--- src/rtl/core/jpd_pkg.sv ---
// ----------------------------------------------------------------------------
// jpd_pkg: shared constants, types and helper functions
// Holds the table word codes, register indexes and saturation helpers of the
// joint PD command generator.
// ----------------------------------------------------------------------------
package jpd_pkg;

  localparam int DATA_W      = 32;
  localparam int FILT_BITS   = 16;
  localparam int ROW_BITS    = 4;
  localparam int READ_WORDS  = 15;
  localparam int DIVIDEND_W  = 64;
  localparam int DIVISOR_W   = 32;
  localparam int CFG_INDEX_W = 3;

  // Opcodes of an input transaction.
  localparam logic OP_LOAD    = 1'b0;
  localparam logic OP_COMPUTE = 1'b1;

  // Word positions inside one joint's row of the state memory.
  localparam logic [ROW_BITS-1:0] W_Q0        = 4'd0;
  localparam logic [ROW_BITS-1:0] W_Q1        = 4'd1;
  localparam logic [ROW_BITS-1:0] W_DQ0       = 4'd2;
  localparam logic [ROW_BITS-1:0] W_DQ1       = 4'd3;
  localparam logic [ROW_BITS-1:0] W_KP0       = 4'd4;
  localparam logic [ROW_BITS-1:0] W_KP1       = 4'd5;
  localparam logic [ROW_BITS-1:0] W_KD0       = 4'd6;
  localparam logic [ROW_BITS-1:0] W_KD1       = 4'd7;
  localparam logic [ROW_BITS-1:0] W_TAU0      = 4'd8;
  localparam logic [ROW_BITS-1:0] W_TAU1      = 4'd9;
  localparam logic [ROW_BITS-1:0] W_DQ_LIMIT  = 4'd10;
  localparam logic [ROW_BITS-1:0] W_TAU_LIMIT = 4'd11;
  localparam logic [ROW_BITS-1:0] W_PARALLEL  = 4'd12;
  localparam logic [ROW_BITS-1:0] W_LAST_Q    = 4'd13;
  localparam logic [ROW_BITS-1:0] W_LAST_DQ   = 4'd14;

  // Configuration register indexes.
  localparam logic [CFG_INDEX_W-1:0] CFG_START_TIME       = 3'd0;
  localparam logic [CFG_INDEX_W-1:0] CFG_END_TIME         = 3'd1;
  localparam logic [CFG_INDEX_W-1:0] CFG_FILTER_FACTOR    = 3'd2;
  localparam logic [CFG_INDEX_W-1:0] CFG_TORQUE_MODE      = 3'd3;
  localparam logic [CFG_INDEX_W-1:0] CFG_COMMAND_RECEIVED = 3'd4;

  typedef logic signed [DATA_W-1:0] sword_t;

  // Saturate a wide signed value to 32 signed bits.
  function automatic sword_t sat32(input logic signed [67:0] v);
    localparam logic signed [67:0] MAXV = 68'sd2147483647;
    localparam logic signed [67:0] MINV = -68'sd2147483648;
    if (v > MAXV) begin
      return 32'sh7fffffff;
    end else if (v < MINV) begin
      return 32'sh80000000;
    end
    return v[31:0];
  endfunction

  // Clamp to [-lim, lim]; a negative limit acts as zero.
  function automatic sword_t clamp_sym(input logic signed [33:0] v, input sword_t lim);
    logic signed [33:0] l;
    logic signed [33:0] nl;
    l  = lim[31] ? 34'sd0 : 34'(lim);
    nl = -l;
    if (v > l) begin
      return l[31:0];
    end else if (v < nl) begin
      return nl[31:0];
    end
    return v[31:0];
  endfunction

endpackage

--- src/rtl/core/jpd_divider.sv ---
// ----------------------------------------------------------------------------
// jpd_divider: iterative unsigned divider
// Restoring division of a 64-bit dividend by a 32-bit divisor, one quotient bit per cycle.
// ----------------------------------------------------------------------------
module jpd_divider (
  input  logic                            clk,
  input  logic                            rst,
  input  logic                            start,
  input  logic [jpd_pkg::DIVIDEND_W-1:0]  dividend,
  input  logic [jpd_pkg::DIVISOR_W-1:0]   divisor,
  output logic                            done,
  output logic [jpd_pkg::DIVIDEND_W-1:0]  quotient
);
  import jpd_pkg::*;

  localparam int CNT_W = $clog2(DIVIDEND_W + 1);

  logic [CNT_W-1:0]     count;
  logic [DIVISOR_W-1:0] rem;
  logic [DIVISOR_W-1:0] dsr;
  logic [DIVISOR_W:0]   rem_shift;
  logic [DIVISOR_W:0]   diff;
  logic                 ge;

  // One restoring step.
  assign rem_shift = {rem, quotient[DIVIDEND_W-1]};
  assign diff      = rem_shift - {1'b0, dsr};
  assign ge        = rem_shift >= {1'b0, dsr};

  // Iteration counter, remainder and quotient shift register.
  always_ff @(posedge clk) begin
    if (rst) begin
      count <= '0;
      done  <= 1'b0;
    end else begin
      done <= 1'b0;
      if (start) begin
        count    <= CNT_W'(DIVIDEND_W);
        rem      <= '0;
        quotient <= dividend;
        dsr      <= divisor;
      end else if (count != '0) begin
        rem      <= ge ? diff[DIVISOR_W-1:0] : rem_shift[DIVISOR_W-1:0];
        quotient <= {quotient[DIVIDEND_W-2:0], ge};
        count    <= count - 1'b1;
        if (count == CNT_W'(1)) begin
          done <= 1'b1;
        end
      end
    end
  end

endmodule

--- config.mk ---
export PLATFORM = sky130hd
export DESIGN_NAME = jpd_divider
export DESIGN_NICKNAME = d
export VERILOG_FILES = /design/src/rtl/core/jpd_pkg.sv /design/src/rtl/core/jpd_divider.sv
export SDC_FILE = /design/constraint.sdc
export NUM_CORES = 1
export LEC_CHECK = 0
export BUFFER_PORTS_ARGS = -buffer_cell sky130_fd_sc_hd__buf_2
export CAP_MARGIN = 20
export CORE_UTILIZATION = 40
export DETAILED_ROUTE_END_ITERATION = 6
export PLACE_DENSITY = 0.75
export RECOVER_POWER = 100
export SETUP_SLACK_MARGIN = 0.3
export SLEW_MARGIN = 0
export SYNTH_ARGS = -nofsm -noshare
export SYNTH_HDL_FRONTEND = slang
export SYNTH_SLANG_ARGS = --single-unit
--- constraint.sdc ---
create_clock -name clk -period 6.25 [get_ports clk]
set_input_delay 0.3125 -clock clk [delete_from_list [all_inputs] [get_ports clk]]
set_output_delay 0.3125 -clock clk [all_outputs]
set_load 0.1 [all_outputs]
==> impl_metrics.py, run 1 <==
metrics = {
    "run_status": {
        "status": "complete, but fails checks",
        "violations": "max-capacitance violations, max-slew violations",
    },
    "timing": {
        "setup-violations-final": 0,
        "post-route-min-period_ns": 4.49,
        "final-hold-violation-count": 0,
        "tightestPinTransition_ns": 2.89,
        "rsz0062_at_grt": "false",
        "fmax_mhz": 223,
        "fin_tns_setup_ns": 0,
        "post-route-period-util": 0.719,
        "drv_slew": 60,
        "slew-limit-headroom": -0.930,
        "clock_skew_ns": 0.0139,
    },
    "power": {
        "switching_power_w": 0.00176,
        "max-vdd-ir-drop_uv": 235,
        "power_density_nw_per_um2": 460,
        "power_frac_seq": 0.327,
        "clkPwrFrac": 0.249,
        "leakagePower_nw": 3.52,
        "p_comb_frac": 0.425,
        "internal_power_w": 0.00231,
        "swShare": 0.433,
    },
    "yosys": {
        "synth_cell_types": 54,
        "synth_nets": 748,
        "synth_edf_count": 128,
        "ys.warnings.count": 0,
        "netlist_instances": 614,
        "async_reset_ff_frac": 0,
        "synth_ff_type": "edfxtp_1",
        "syn_area_per_cell_um2": 12.0,
        "ys_ff_latch": 136,
        "syn_area_um2": 7370,
        "seq_area_frac_synth": 0.543,
    },
    "worst_setup_path": {
        "cp_data_required_time_ns": 6.42,
        "crit_start": "rem[17]$_SDFFCE_PP0P_",
        "crit_path_max_incr_delay_ns": 0.88,
        "cp_top_family": "compound AO/OA/AOI/OAI gates",
        "endpoint_kind": "flip-flop",
        "rr_worst_depth": 10,
        "path_class": "flip-flop to flip-flop",
        "cp_num_buf_inv": 0,
        "cpMaxStageDelayCell": "or2_0",
        "worstPathCellList": "ha_1 -> a21o_1 -> a21o_1 -> a2111oi_0 -> a32oi_1 -> and2_0 -> a2111oi_0 -> or2_0 -> a2111oi_0 -> a311o_1",
        "crit_top_cell": "a2111oi_0",
        "worst-path-max-fanout": 12,
        "cp_data_arrival_time_ns": 4.66,
        "cp_num_cells": 10,
        "crit_path_start_kind": "flip-flop",
        "crit_end": "rem[31]$_SDFFCE_PP0P_",
        "r2r_end": "rem[31]$_SDFFCE_PP0P_",
        "r2r-start": "rem[17]$_SDFFCE_PP0P_",
        "rrSetupSlack_ns": 1.76,
    },
    "route": {
        "viasPerCell": 5.17,
        "num_vias": 5229,
        "route.detailed.drc": 0,
        "detail-route-antenna-nets": 0,
        "dr.first_iter.drc_count": 251,
        "routed_wl_mm": 16.2,
        "post_drt_wl_per_cell_um": 16.1,
        "dr.pass1.iters": 4,
    },
    "final_layout": {
        "fin_area_um2": 8850,
        "mostFrequentLayoutCell": "edfxtp_1",
        "nets": 902,
        "syn_to_final_growth_pct": 20.0,
        "final_cell_mix": "edfxtp_1, buf_2, clkbuf_1",
        "drive_above_1_share": 0.265,
        "fin_util": 0.491,
    },
    "floorplan": {
        "coreArea_um2": 18000,
        "die_h_um": 138,
        "io_pins": 164,
        "die_area_um2": 19000,
        "die_x_um": 138,
        "start_util": 0.409,
        "rows": 49,
    },
    "placed_design": {
        "dpl.hpwl_mm": 11.6,
        "place_area_um2": 8360,
        "port_buffers": 163,
        "gp_congestion": 0.878,
    },
    "flow_run": {
        "drv_cap": 1,
    },
    "global_route": {
        "grt_pass1_vias": 5435,
        "grt_first_pass_wirelength_mm": 26.5,
        "grt_antenna_before_repair": 1,
        "gr-usage-all-layers": 0.183,
        "grt-ovfl-total": 0,
        "grt_max_degree": 60,
    },
    "clock_network": {
        "cts.clk_slew.worst_paths_ns": 0.07,
        "clk_latency_ns": 0.42,
        "numCtsBuffers": 17,
        "ctsRootBufferMaster": "clkbuf_16",
        "cts_tree": "built",
        "h-tree-depth": 4,
        "cts_buffer_depth": 2,
        "post_cts_resized": 0,
        "clkSinkCount": 136,
        "hold_buffers": 0,
        "cts_setup_buffers": 0,
    },
    "hold_path": {
        "hold_path_class": "input pin to flip-flop",
    },
}
[state kept, by name (all words and copies together) (netlist names)]
name / count
count: 7
done: 1
dsr: 32
quotient: 64
rem: 32
[how the worst min path moves through the flow]
stage | from | end | slack (ns) | cells after the start
2_1_floorplan | rst | count[6]$_SDFFE_PP0N_ | 0.38 | 1
5_1_grt | divisor[28] | dsr[28]$_DFFE_PP_ | 0.04 | 1
3_5_place_dp | divisor[18] | dsr[18]$_DFFE_PP_ | 0.49 | 1
6_report | divisor[26] | dsr[26]$_DFFE_PP_ | 0.06 | 1
4_1_cts | divisor[28] | dsr[28]$_DFFE_PP_ | 0.05 | 1
3_3_place_gp | count[6]$_SDFFE_PP0N_ | count[6]$_SDFFE_PP0N_ | 0.48 | 2
[cell families after synthesis]
kind of cell | Yosys count | share of synthesized area
XOR/XNOR | 28 | 0.0333
adder cells (fa/ha/maj) | 35 | 0.0604
AND/OR/NAND/NOR | 149 | 0.0935
flip-flops | 136 | 0.543
buffers and inverters | 73 | 0.0421
multiplexers | 77 | 0.115
AO/OA/AOI/OAI | 116 | 0.112
[Yosys cell counts (4+ instances only)]
cell / n / area [µm²]
edfxtp_1: 128 / 3840
mux2_2: 64 / 721
nor2_1: 54 / 203
inv_1: 41 / 154
a21oi_1: 38 / 190
nand2_1: 37 / 139
ha_1: 34 / 425
clkbuf_1: 19 / 71.3
xnor2_1: 19 / 166
o21ai_0: 15 / 75.1
a21o_1: 13 / 97.6
mux2i_1: 13 / 130
nand3_1: 11 / 55.1
nor3_1: 11 / 55.1
xor2_1: 9 / 78.8
dfxtp_1: 8 / 160
nand4_1: 8 / 50.1
o21a_1: 8 / 60.1
a211oi_2: 7 / 87.6
o211ai_1: 7 / 52.6
buf_2: 6 / 30.0
nor2b_1: 6 / 37.5
a31oi_1: 5 / 31.3
a211oi_1: 4 / 30.0
nand2b_1: 4 / 25.0
or2_2: 4 / 25.0
[power by group through the flow]
stage | logic (W) | clock network (W) | registers [W]
global placement | 0.00174 | 0 | 0.00134
finish | 0.00173 | 0.00101 | 0.00133
detailed placement | 0.00176 | 0 | 0.00134
global route | 0.00188 | 0.00107 | 0.00135
floorplan | 0.00100 | 0 | 0.00183
CTS | 0.00177 | 0.00104 | 0.00133
[final cells by class]
class	count	area (µm²)
clock buffer	17	425
tap	229	287
multi-input combinational	405	3020
inverter	41	154
timing repair buffer	167	776
sequential	136	4000
fill	1672	9180
clock inverter	15	176
antenna	1	2.50
[per-stage QoR]
stage	power (W)	worst slack (ns)	cells	hold slack (ns)
floorplan	0.00283	0.345	614	0.385
global placement	0.00308	2.76	977	0.478
detailed placement	0.00311	2.63	977	0.491
CTS	0.00413	2.64	1009	0.0460
global route	0.00430	1.38	1010	0.0432
finish	0.00407	1.76	1011	0.0626
[metal layers]
metal  routed length, µm  share of wire  global-route usage
met4                 269          0.017              0.0622
met5                   0              0                   0
met2                7910           0.49               0.314
met3                1160          0.071              0.0625
met1                6890           0.42               0.213
(Power assumes the default switching activity.)
==> run 2, diff against run 1 <==
clock period = 4 ns   (was 6.25 ns; I/O delays follow)
==> impl_metrics.py, run 2 (synthesis gave the netlist of run 1 again) <==
metrics = {
    "run_status": {
        "status": "complete, but fails checks",
        "violations": "max-capacitance violations, max-slew violations",
    },
    "final_layout": {
        "largest_reg_flops": 64,
        "nets": 935,
        "regMostFlops": "quotient",
        "final_cell_mix": "edfxtp_1, buf_2, clkbuf_1",
        "mostFrequentLayoutCell": "edfxtp_1",
        "syn_to_final_growth_pct": 24.1,
        "drive_above_1_share": 0.257,
        "antenna_cells": 0,
        "top_regs": "quotient (64), dsr (32), rem (32)",
    },
    "route": {
        "viasPerCell": 5.10,
        "top_layer_used": "met4",
        "wl_met1_mm": 7.11,
        "wl_met3_um": 980,
        "num_vias": 5319,
        "routed_wl_mm": 16.1,
        "dr.pass1.iters": 5,
        "route.detailed.drc": 0,
        "wl_met2_mm": 7.76,
        "post_drt_wl_per_cell_um": 15.5,
        "dr.first_iter.drc_count": 211,
        "detail-route-antenna-nets": 0,
    },
    "power": {
        "leakagePower_nw": 3.64,
        "totalPowerFinal_w": 0.00635,
        "max-vdd-ir-drop_uv": 389,
        "power_density_nw_per_um2": 694,
    },
    "worst_setup_path": {
        "worst-path-max-fanout": 15,
        "path_class": "flip-flop to flip-flop",
        "r2r_end": "rem[31]$_SDFFCE_PP0P_",
        "cp_data_arrival_time_ns": 3.68,
        "worstPathCellList": "ha_1 -> nand4_1 -> nor3_1 -> o2111ai_1 -> a32oi_1 -> and2_0 -> a2111oi_4 -> nor2_4 -> clkbuf_2 -> nor3b_1 -> a311o_1",
        "crit_path_max_incr_delay_ns": 0.45,
        "rrSetupSlack_ns": 0.50,
        "r2r-start": "rem[10]$_SDFFCE_PP0P_",
        "crit_path_start_kind": "flip-flop",
        "cp_data_required_time_ns": 4.18,
        "cpMaxStageDelayCell": "ha_1",
        "endpoint_kind": "flip-flop",
        "crit_start": "rem[10]$_SDFFCE_PP0P_",
        "rr_worst_depth": 11,
        "crit_end": "rem[31]$_SDFFCE_PP0P_",
    },
    "clock_network": {
        "cts_setup_buffers": 0,
        "hold_buffers": 32,
        "h-tree-depth": 4,
        "cts_buffer_depth": 2,
        "cts.clk_slew.worst_paths_ns": 0.07,
        "clkSinkCount": 136,
        "post_cts_resized": 0,
        "clk_latency_ns": 0.43,
        "ctsRootBufferMaster": "clkbuf_16",
        "numCtsBuffers": 17,
        "cts_tree": "built",
    },
    "global_route": {
        "grt_first_pass_wirelength_mm": 26.0,
        "gr-usage-all-layers": 0.181,
        "grt-ovfl-total": 0,
        "grt_pass1_vias": 5465,
        "grt_antenna_before_repair": 0,
        "grt_max_degree": 65,
    },
    "timing": {
        "slew-limit-headroom": -0.928,
        "final-hold-violation-count": 0,
        "tightestPinTransition_ns": 2.89,
        "post-route-min-period_ns": 3.50,
        "setup-violations-final": 0,
        "fin_tns_setup_ns": 0,
        "clock_skew_ns": 0.0167,
        "drv_slew": 181,
        "post-route-period-util": 0.875,
        "rsz0062_at_grt": "false",
        "fmax_mhz": 286,
    },
    "flow_run": {
        "drv_cap": 4,
    },
    "placed_design": {
        "port_buffers": 163,
        "gp_congestion": 0.844,
        "dpl.hpwl_mm": 11.5,
    },
    "floorplan": {
        "die_area_um2": 19000,
        "io_pins": 164,
        "start_util": 0.409,
        "rows": 49,
        "die_x_um": 138,
        "coreArea_um2": 18000,
        "die_h_um": 138,
    },
    "hold_path": {
        "hold_path_class": "input pin to flip-flop",
    },
}
## run 2: critical path: cells and delay by family, from the launching register on
family	cells	cell delay [ns]
flip-flops	1	0.40
AO/OA/AOI/OAI	4	0.79
adder cells (fa/ha/maj)	1	0.45
AND/OR/NAND/NOR	5	1.21
buffers and inverters	1	0.40
## run 2: final cells by class
cell class | instances | area [µm²]
Clock buffer | 17 | 425
Clock inverter | 15 | 150
Fill cell | 1683 | 8870
Inverter | 41 | 154
Multi-Input combinational cell | 405 | 3050
Sequential cell | 136 | 4000
Tap cell | 229 | 287
Timing Repair Buffer | 200 | 1080
## run 2: metrics by stage
step           cells   util  instance area (µm²)  hold WS [ns]  worst slack [ns]
3_3_place_gp     979  0.465                 8380         0.378             0.724
5_1_grt         1043  0.508                 9150        0.0334             0.273
2_1_floorplan    614      -                 7380         0.272             0.725
3_5_place_dp     979  0.465                 8380         0.378             0.705
6_report        1043  0.508                 9150        0.0483             0.501
4_1_cts         1043  0.515                 9280        0.0471             0.700
## run 2: power breakdown
group,total [W],switching [W],internal (W)
sequential,0.00209,0.000151,0.00194
combinational,0.00272,0.00188,0.000844
clock,0.00153,0.000702,0.000833
total,0.00635,0.00273,0.00362
## run 2: worst min-delay path by stage
stage / startpoint / end / slack (ns) / depth (start not counted)
final: rst / count[6]$_SDFFE_PP0N_ / 0.05 / 2
after global routing: rst / count[6]$_SDFFE_PP0N_ / 0.03 / 2
after CTS: dividend[7] / quotient[7]$_DFFE_PP_ / 0.05 / 2
after detailed placement: divisor[26] / dsr[26]$_DFFE_PP_ / 0.38 / 1
after global placement: divisor[23] / dsr[23]$_DFFE_PP_ / 0.38 / 1
after floorplan: rst / count[6]$_SDFFE_PP0N_ / 0.27 / 1
## run 2: routing by layer
| layer | track usage | vias up |
|---|---|---|
| li1 | - | 2650 |
| met1 | 0.212 | 2494 |
| met2 | 0.305 | 154 |
| met3 | 0.0655 | 21 |
| met4 | 0.0640 | 0 |
| met5 | 0 | - |
